<file path="src/hw/rtl/bpac_pkg.sv">
// bpac_pkg: shared types, codes and reset constants for the button press classifier
// depends on nothing; imported by every module of the block
package bpac_pkg;

    // counter and threshold width
    localparam int unsigned CNT_W = 16;
    localparam logic [CNT_W-1:0] CNT_MAX = '1;

    // configuration port geometry
    localparam int unsigned APB_AW = 4;
    localparam int unsigned APB_DW = 32;

    // register reset values
    localparam logic [CNT_W-1:0] RST_GAIN_HOLD    = 16'd1000;
    localparam logic [CNT_W-1:0] RST_BALANCE_HOLD = 16'd1000;
    localparam logic [CNT_W-1:0] RST_SWITCH_HOLD  = 16'd2000;
    localparam logic [CNT_W-1:0] RST_LED_TIMEOUT  = 16'd5000;

    // operation codes carried in tuser
    localparam logic OP_TICK  = 1'b0;
    localparam logic OP_EVENT = 1'b1;

    typedef logic [CNT_W-1:0] t_cnt;

    // register index (paddr[3:2])
    typedef enum logic [1:0] {
        REG_GAIN_HOLD    = 2'd0,
        REG_BALANCE_HOLD = 2'd1,
        REG_SWITCH_HOLD  = 2'd2,
        REG_LED_TIMEOUT  = 2'd3
    } t_reg_idx;

    // button codes; none means no button held
    typedef enum logic [2:0] {
        BTN_TOP    = 3'd0,
        BTN_RIGHT  = 3'd1,
        BTN_BOTTOM = 3'd2,
        BTN_LEFT   = 3'd3,
        BTN_NONE   = 3'd4
    } t_btn;

    // action codes
    typedef enum logic [3:0] {
        ACT_LED_UP      = 4'd0,
        ACT_BRIGHT_UP   = 4'd1,
        ACT_LED_DOWN    = 4'd2,
        ACT_BRIGHT_DOWN = 4'd3,
        ACT_WHITE_BAL   = 4'd4,
        ACT_SNAPSHOT    = 4'd5,
        ACT_STOP_REC    = 4'd6,
        ACT_CAM_SWITCH  = 4'd7,
        ACT_PREP_REC    = 4'd8
    } t_action;

    typedef struct packed {
        t_cnt gain_hold;
        t_cnt balance_hold;
        t_cnt sw_hold;
        t_cnt led_timeout;
    } t_cfg;

    typedef struct packed {
        logic       op;
        logic [7:0] button_id;
        logic       pressed;
        logic       rec_active;
    } t_item;

    typedef struct packed {
        t_action action;
        logic    led_mode_now;
    } t_result;

endpackage

</file>
<file path="src/hw/rtl/bpac_cfg.sv">
// bpac_cfg: apb register file holding hold thresholds and led mode timeout
// depends on bpac_pkg
module bpac_cfg
    import bpac_pkg::*;
(
    input  logic              i_clk,
    input  logic              i_rst_n,
    input  logic              i_psel,
    input  logic              i_penable,
    input  logic              i_pwrite,
    input  logic [APB_AW-1:0] i_paddr,
    input  logic [APB_DW-1:0] i_pwdata,
    output logic [APB_DW-1:0] o_prdata,
    output logic              o_pready,
    output t_cfg              o_cfg
);

    t_cfg     r_cfg;
    logic     wr_en;
    t_reg_idx idx;

    assign o_pready = 1'b1;
    assign wr_en    = i_psel && i_penable && i_pwrite;
    assign idx      = t_reg_idx'(i_paddr[3:2]);

    // register writes
    always_ff @(posedge i_clk) begin
        if (!i_rst_n) begin
            r_cfg.gain_hold    <= RST_GAIN_HOLD;
            r_cfg.balance_hold <= RST_BALANCE_HOLD;
            r_cfg.sw_hold      <= RST_SWITCH_HOLD;
            r_cfg.led_timeout  <= RST_LED_TIMEOUT;
        end else if (wr_en) begin
            case (idx)
                REG_GAIN_HOLD:    r_cfg.gain_hold    <= i_pwdata[CNT_W-1:0];
                REG_BALANCE_HOLD: r_cfg.balance_hold <= i_pwdata[CNT_W-1:0];
                REG_SWITCH_HOLD:  r_cfg.sw_hold      <= i_pwdata[CNT_W-1:0];
                REG_LED_TIMEOUT:  r_cfg.led_timeout  <= i_pwdata[CNT_W-1:0];
                default: ;
            endcase
        end
    end

    // read mux
    always_comb begin
        o_prdata = '0;
        case (idx)
            REG_GAIN_HOLD:    o_prdata[CNT_W-1:0] = r_cfg.gain_hold;
            REG_BALANCE_HOLD: o_prdata[CNT_W-1:0] = r_cfg.balance_hold;
            REG_SWITCH_HOLD:  o_prdata[CNT_W-1:0] = r_cfg.sw_hold;
            REG_LED_TIMEOUT:  o_prdata[CNT_W-1:0] = r_cfg.led_timeout;
            default:          o_prdata = '0;
        endcase
    end

    assign o_cfg = r_cfg;

endmodule

</file>
<file path="src/hw/rtl/bpac_core.sv">
// bpac_core: press tracking state, hold and idle counters, and action decision
// depends on bpac_pkg; state advances on each word taken from the input register
module bpac_core
    import bpac_pkg::*;
(
    input  logic    i_clk,
    input  logic    i_rst_n,
    input  logic    i_go,
    input  t_item   i_item,
    input  t_cfg    i_cfg,
    output logic    o_res_valid,
    output t_result o_res
);

    t_btn r_held,      n_held;
    logic r_long_done, n_long_done;
    logic r_led_mode,  n_led_mode;
    t_cnt r_hold_cnt,  n_hold_cnt;
    t_cnt r_idle_cnt,  n_idle_cnt;

    t_cnt hold_inc;
    t_cnt idle_inc;
    t_cnt thr;
    t_btn ev_btn;
    logic fire;
    logic is_long;

    // saturating counter increments
    assign hold_inc = (r_hold_cnt == CNT_MAX) ? r_hold_cnt : r_hold_cnt + t_cnt'(1);
    assign idle_inc = (r_idle_cnt == CNT_MAX) ? r_idle_cnt : r_idle_cnt + t_cnt'(1);
    assign ev_btn   = t_btn'(i_item.button_id[2:0]);

    // long press threshold of the held button
    always_comb begin
        case (r_held)
            BTN_TOP, BTN_BOTTOM: thr = i_cfg.gain_hold;
            BTN_LEFT:            thr = i_cfg.balance_hold;
            default:             thr = i_cfg.sw_hold;
        endcase
    end

    // next state and result
    always_comb begin
        n_held      = r_held;
        n_long_done = r_long_done;
        n_led_mode  = r_led_mode;
        n_hold_cnt  = r_hold_cnt;
        n_idle_cnt  = r_idle_cnt;
        fire        = 1'b0;
        is_long     = 1'b0;
        o_res.action = ACT_LED_UP;

        if (i_item.op == OP_TICK) begin
            n_hold_cnt = hold_inc;
            n_idle_cnt = idle_inc;
            // led adjust mode timeout
            if (r_led_mode && (idle_inc > i_cfg.led_timeout)) begin
                n_led_mode = 1'b0;
            end
            // long press detection
            if ((r_held != BTN_NONE) && (hold_inc > thr)) begin
                fire        = 1'b1;
                is_long     = 1'b1;
                n_long_done = 1'b1;
                n_held      = BTN_NONE;
            end
        end else if (i_item.button_id[7:2] == 6'd0) begin
            if (i_item.pressed) begin
                n_hold_cnt  = '0;
                n_long_done = 1'b0;
                n_held      = ev_btn;
            end else if (ev_btn == r_held) begin
                if (r_long_done) begin
                    n_long_done = 1'b0;
                end else begin
                    fire   = 1'b1;
                    n_held = BTN_NONE;
                end
            end
        end

        // action of the button that fired
        if (fire) begin
            case (r_held)
                BTN_TOP: begin
                    n_led_mode = n_led_mode || is_long;
                    if (n_led_mode) begin
                        n_idle_cnt   = '0;
                        o_res.action = ACT_LED_UP;
                    end else begin
                        o_res.action = ACT_BRIGHT_UP;
                    end
                end
                BTN_BOTTOM: begin
                    n_led_mode = n_led_mode || is_long;
                    if (n_led_mode) begin
                        n_idle_cnt   = '0;
                        o_res.action = ACT_LED_DOWN;
                    end else begin
                        o_res.action = ACT_BRIGHT_DOWN;
                    end
                end
                BTN_LEFT: begin
                    o_res.action = is_long ? ACT_WHITE_BAL : ACT_SNAPSHOT;
                end
                BTN_RIGHT: begin
                    if (i_item.rec_active) begin
                        o_res.action = ACT_STOP_REC;
                    end else begin
                        o_res.action = is_long ? ACT_CAM_SWITCH : ACT_PREP_REC;
                    end
                end
                default: o_res.action = ACT_LED_UP;
            endcase
        end

        o_res.led_mode_now = n_led_mode;
        o_res_valid        = fire;
    end

    // state registers
    always_ff @(posedge i_clk) begin
        if (!i_rst_n) begin
            r_held      <= BTN_NONE;
            r_long_done <= 1'b0;
            r_led_mode  <= 1'b0;
            r_hold_cnt  <= '0;
            r_idle_cnt  <= '0;
        end else if (i_go) begin
            r_held      <= n_held;
            r_long_done <= n_long_done;
            r_led_mode  <= n_led_mode;
            r_hold_cnt  <= n_hold_cnt;
            r_idle_cnt  <= n_idle_cnt;
        end
    end

endmodule

</file>
<file path="src/hw/rtl/button_press_action_classifier_core.sv">
// button_press_action_classifier_core: top level with input word register and result register
// depends on bpac_pkg, bpac_cfg, bpac_core
//
//  channel   | direction | handshake          | content
//  ----------+-----------+--------------------+----------------------------------------
//  s_*       | in        | s_tvalid/s_tready  | tick or button event word
//  m_*       | out       | m_tvalid/m_tready  | action word, zero or one per input word
//  apb       | in        | psel/penable/pready| four 16-bit threshold/timeout registers
//
// one input word per cycle while s_tready is high; a word is held in the input register and its
// action is then registered in the result register, which drives the m side.
// synchronous active-low reset clears control and press state, registers reload defaults.
// a stalled m side holds the result; s_tready drops only while the result register
// is full, not taken, and the word in the input register would produce a new one.
module button_press_action_classifier_core
    import bpac_pkg::*;
(
    input  logic              i_clk,
    input  logic              i_rst_n,
    // input stream
    input  logic              s_tvalid,
    output logic              s_tready,
    input  logic [15:0]       s_tdata,  // [7:0] button_id, [8] pressed, [9] recording_active
    input  logic              s_tuser,  // [0] operation
    // output stream
    output logic              m_tvalid,
    input  logic              m_tready,
    output logic [7:0]        m_tdata,  // [3:0] action, [4] led_mode_now
    // configuration
    input  logic              psel,
    input  logic              penable,
    input  logic              pwrite,
    input  logic [APB_AW-1:0] paddr,
    input  logic [APB_DW-1:0] pwdata,
    output logic [APB_DW-1:0] prdata,
    output logic              pready
);

    t_cfg    cfg;
    logic    r_in_valid;
    t_item   r_in;
    logic    r_out_valid;
    t_result r_out;
    logic    go;
    logic    res_valid;
    t_result res;

    bpac_cfg u_cfg (
        .i_clk     (i_clk),
        .i_rst_n   (i_rst_n),
        .i_psel    (psel),
        .i_penable (penable),
        .i_pwrite  (pwrite),
        .i_paddr   (paddr),
        .i_pwdata  (pwdata),
        .o_prdata  (prdata),
        .o_pready  (pready),
        .o_cfg     (cfg)
    );

    bpac_core u_core (
        .i_clk       (i_clk),
        .i_rst_n     (i_rst_n),
        .i_go        (go),
        .i_item      (r_in),
        .i_cfg       (cfg),
        .o_res_valid (res_valid),
        .o_res       (res)
    );

    // the held word moves on when a result slot is free or it makes no result
    assign go       = r_in_valid && (!r_out_valid || m_tready || !res_valid);
    assign s_tready = !r_in_valid || go;

    // input word register
    always_ff @(posedge i_clk) begin
        if (!i_rst_n) begin
            r_in_valid <= 1'b0;
        end else if (s_tready) begin
            r_in_valid <= s_tvalid;
        end
    end

    always_ff @(posedge i_clk) begin
        if (s_tready && s_tvalid) begin
            r_in.op         <= s_tuser;
            r_in.button_id  <= s_tdata[7:0];
            r_in.pressed    <= s_tdata[8];
            r_in.rec_active <= s_tdata[9];
        end
    end

    // result register
    always_ff @(posedge i_clk) begin
        if (!i_rst_n) begin
            r_out_valid <= 1'b0;
        end else if (go && res_valid) begin
            r_out_valid <= 1'b1;
        end else if (m_tready) begin
            r_out_valid <= 1'b0;
        end
    end

    always_ff @(posedge i_clk) begin
        if (go && res_valid) begin
            r_out <= res;
        end
    end

    assign m_tvalid = r_out_valid;
    assign m_tdata  = {3'b000, r_out.led_mode_now, r_out.action};

endmodule
</file>
<file path="config.mk">
export PLATFORM = sky130hd
export DESIGN_NAME = button_press_action_classifier_core
export DESIGN_NICKNAME = d
export VERILOG_FILES = /design/src/hw/rtl/bpac_pkg.sv /design/src/hw/rtl/bpac_cfg.sv /design/src/hw/rtl/bpac_core.sv /design/src/hw/rtl/button_press_action_classifier_core.sv
export SDC_FILE = /design/constraint.sdc
export NUM_CORES = 1
export LEC_CHECK = 0
export BUFFER_PORTS_ARGS = -buffer_cell sky130_fd_sc_hd__buf_2
export CAP_MARGIN = 20
export CORE_MARGIN = 3
export CORE_UTILIZATION = 52
export CTS_BUF_LIST = sky130_fd_sc_hd__clkbuf_8 sky130_fd_sc_hd__clkbuf_16
export DETAILED_ROUTE_END_ITERATION = 10
export PLACE_DENSITY = 0.83
export SYNTH_ARGS = -nofsm -noshare
export SYNTH_HDL_FRONTEND = slang
export SYNTH_HIERARCHICAL = 1
export SYNTH_SLANG_ARGS = --single-unit
</file>
<file path="constraint.sdc">
create_clock -name i_clk -period 4.36 [get_ports i_clk]
set_input_delay 0 -clock i_clk [delete_from_list [all_inputs] [get_ports i_clk]]
set_output_delay 0 -clock i_clk [all_outputs]
set_load 0.01 [all_outputs]
</file>
==> reports/qor.yml <==
place:
  portBuffers: 58
  dp_hpwl_mm: 12.18
  gp_congestion: 0.8850
  dpl.cell_count: 971
power_and_ir_drop:
  peakVddDrop_uv: 273.1
  p_per_area_nw_per_um2: 317.6
  power_frac_clock_pct: 50.0
  seq_power_share_pct: 42.7
  combPwrFrac_pct: 7.2
  p_leak_nw: 3.673
  power_w: 0.002693
  intPower_w: 0.002058
  power_switching_w: 0.0006356
  p_sw_share_pct: 23.60
timing:
  post-route-min-period_ns: 4.253
  fin_skew_ns: 0.01131
  hold_viol: 0
  worst_pin_slew_ns: 1.085
  post-route-period-util_pct: 97.55
  report.final.slew_viol_count: 0
  hold_slack_ns: 0.02930
  slew_headroom_pct: 27.66
  setup_viol: 0
  fmax_ghz: 0.2351
setup_path:
  cp.arrival_ns: 4.56
  worstReg2RegStart: "u_core/r_hold_cnt[6]"
  cp.depth: 17
  cp.buffers_inverters: 2
  worstPathRequired_ns: 4.67
  critPathMostFrequentCell: "a21boi_2"
  reg2reg_to: "u_core/r_idle_cnt[11]"
  crit_path_start: "u_core/r_hold_cnt[6]"
  r2r_setup_slack_ns: 0.11
  cp_top_family: "simple AND/OR/NAND/NOR gates"
  reg2reg_depth: 17
  criticalPathCategory: "reg -> reg"
  slowest_stage: "o211a_1"
  critPathCapture: "u_core/r_idle_cnt[11]"
  critPathMaxStageDelay_ns: 0.42
  cp_cell_sequence: "and4_4 > nand4_1 > nor3_4 > nand4b_1 > nor2b_1 > ha_1 > and4_1 > and3_1 > a32oi_2 > a31oi_4 > a21boi_2 > inv_1 > a21boi_2 > buf_4 > nand3_1 > o211a_1 > a32o_1"
  crit_path_start_kind: "flop"
  crit_fanout: 13
  end_kind: "flop"
hold_path:
  hold_start: "i_rst_n"
  hold_class: "in -> reg"
synthesis:
  synth_warnings: 6
  seq_area_frac_synth_pct: 35.56
  synth.cell_area_um2: 7151
  async_reset_ff_share_pct: 0
  syn_inst: 766
  synthDistinctLibCells: 76
  avgSynthCellArea_um2: 9.335
  yosys_most_used_dff: "dfxtp_1"
  synth_seq_cells: 119
  synth_edf_count: 16
cts:
  clk_path_buf_depth: 2
  cts.htree.levels: 4
  cts_tree: "yes"
  numCtsBuffers: 17
  cts_sinks: 119
  insertion_delay_ns: 0.42
  clk_pin_slew_ns: 0.06
  cts_root_buf: "clkbuf_16"
route:
  via_per_inst: 5.984
  wl_met1_mm: 7.781
  met2WireLength_mm: 8.821
  ant_nets: 0
  wl_mm: 18.32
  wl_per_cell_um: 17.72
  drc: 0
  met3_wirelength_mm: 1.375
  drt_first_pass_iters: 5
  top_layer: "met4"
  drt_iter0_drc: 481
  num_vias: 6187
finish:
  antenna_cells: 0
  fin_util_pct: 63.55
  fin_cells: 1034
  area_growth_pct: 18.62
  drive_above_1_share_pct: 19.35
  fillers: 1060
  fin_nets: 940
floorplan:
  core_region_area_um2: 13350
  ios: 103
  initial_utilization_pct: 53.57
  die_area_um2: 15190
  row_count: 42
  die_h_um: 123.3
  die_w_um: 123.3
run_status:
  status: "finished clean"
global_route:
  grt_usage_pct: 24.72
  overflow: 0
  first_global_vias: 5993
  antenna_found_initial: 0
  grt_start_max_net_pins: 84
  grt_pass1_wl_mm: 29.24
run:
  drv_cap: 0
-- synth_stat cells, drive strengths merged, types with 3 or more instances --
cell type	count	share of area, %
dfxtp	103	29
nand2	86	4.5
mux2i	60	8.4
buf	45	4.7
o21ai	40	2.8
nor2	35	2.0
ha	34	5.9
inv	31	1.6
nor2b	31	2.7
a21oi	27	2.2
clkbuf	24	1.3
nand3	24	1.7
nand4	17	1.7
edfxtp	16	6.7
mux4	16	5.0
o22a	14	1.7
a32o	12	1.7
nor3	12	1.0
o211ai	12	1.3
xnor2	12	1.5
a21o	9	0.94
xor2	9	1.1
a31oi	8	0.70
or2	6	0.52
or3	6	0.66
a21boi	5	0.52
nand2b	5	0.44
nor4	5	0.44
o31ai	5	0.52
and2	4	0.35
and3	4	0.35
and4	4	0.52
a2111oi	3	0.37
a22o	3	0.37
a41oi	3	0.37
conb	3	0.16
o211a	3	0.42
o21a	3	0.31
o22ai	3	0.26
-- cell families (layout without fill, tap and decap cells) --
kind of cell / count (synthesis) / after routing / share of synthesized area [%]
and+or+nand+nor: 247 / 247 / 18.11
xor gates and xnor gates: 21 / 21 / 2.572
DFF: 119 / 119 / 35.56
adders and majority gates: 34 / 34 / 5.949
buffers and inverters: 100 / 175 / 7.646
AOI/OAI and AO/OA: 164 / 164 / 16.26
muxes: 78 / 78 / 13.75
other: 3 / 20 / 0.1575
-- layout make-up --
cell class	instances	area [um^2]	area share, %
tap	176	220.2	2.596
clock buffer	20	478.0	5.635
clock inverter	11	95.09	1.121
inverter	31	116.4	1.372
sequential	119	2542	29.97
timing repair buffer	113	798.3	9.411
multi-input combinational	564	4232	49.89
-- cell usage in the layout, fill, tap and decap left out, types with 4 or more instances in the layout --
cell type,count
dfxtp_1,103
nand2_1,85
mux2i_1,60
buf_2,58
o21ai_0,38
ha_1,34
nor2_1,33
inv_1,32
dlygate4sd3_1,30
nor2b_1,29
a21oi_1,25
buf_4,22
nand3_1,22
conb_1,20
clkbuf_16,18
edfxtp_1,16
mux4_2,16
nand4_1,16
o22a_1,14
a32o_1,12
o211ai_1,11
xnor2_1,11
a21o_1,9
xor2_1,9
a31oi_1,7
nor3_1,7
nand2b_1,5
o31ai_1,5
and2_1,4
or3_1,4
and3_1,4
or2_2,4
-- registers in the layout (all words and copies together), names as in the netlist, 3 cells and up --
register           cells
m_tdata                5
r_in                  11
u_cfg/o_cfg           64
u_core/r_held          3
u_core/r_hold_cnt     16
u_core/r_idle_cnt     16
-- tightest hold or removal path, delay by kind of cell --
kind / cells / cell delay, ns
AOI/OAI and AO/OA: 2 / 0.17
buffers and inverters: 1 / 0.23
-- per-stage QoR --
stage	area (um^2)	setup WS [ns]	TNS, ns
finish	8482	0.1068	0
CTS	8381	0.002374	0
floorplan	7214	0.05111	0
global route	8482	-0.05658	-0.6096
global placement	7485	0.02472	0
detailed placement	7485	-0.1230	-0.8302
-- worst min path at each step --
stage,end,slack (ns),cells after the start
5_1_grt,u_core/r_led_mode,0.06,3
3_3_place_gp,r_in[6],0.18,1
3_5_place_dp,r_in[2],0.18,1
2_1_floorplan,r_in[0],0.1,0
4_1_cts,u_core/r_led_mode,0.02,3
6_report,u_core/r_led_mode,0.03,3
-- power groups by stage --
stage / Sequential [W] / Combinational, W / Clock [W]
after floorplan: 0.00116 / 0.000136 / 0
after global placement: 0.00117 / 0.000165 / 0
after detailed placement: 0.00117 / 0.000169 / 0
after CTS: 0.00115 / 0.000191 / 0.00136
after global routing: 0.00115 / 0.000214 / 0.00140
final: 0.00115 / 0.000195 / 0.00135
-- metal layers --
layer / vias to the layer above / global-route usage (%)
met3: 37 / 6.496
met2: 264 / 41.39
met1: 2970 / 30.93
met4: 0 / 8.443
met5: - / 0
li1: 2916 / -
-- timing repair --
item	in CTS	in global routing
endpoints found under the hold margin	77	0
buffers inserted	0	2
setup endpoints to repair	30	47
pin swaps	0	4
resized for setup	4	21
hold buffers	30	0
No activity file was read; power rests on OpenSTA's default activity.
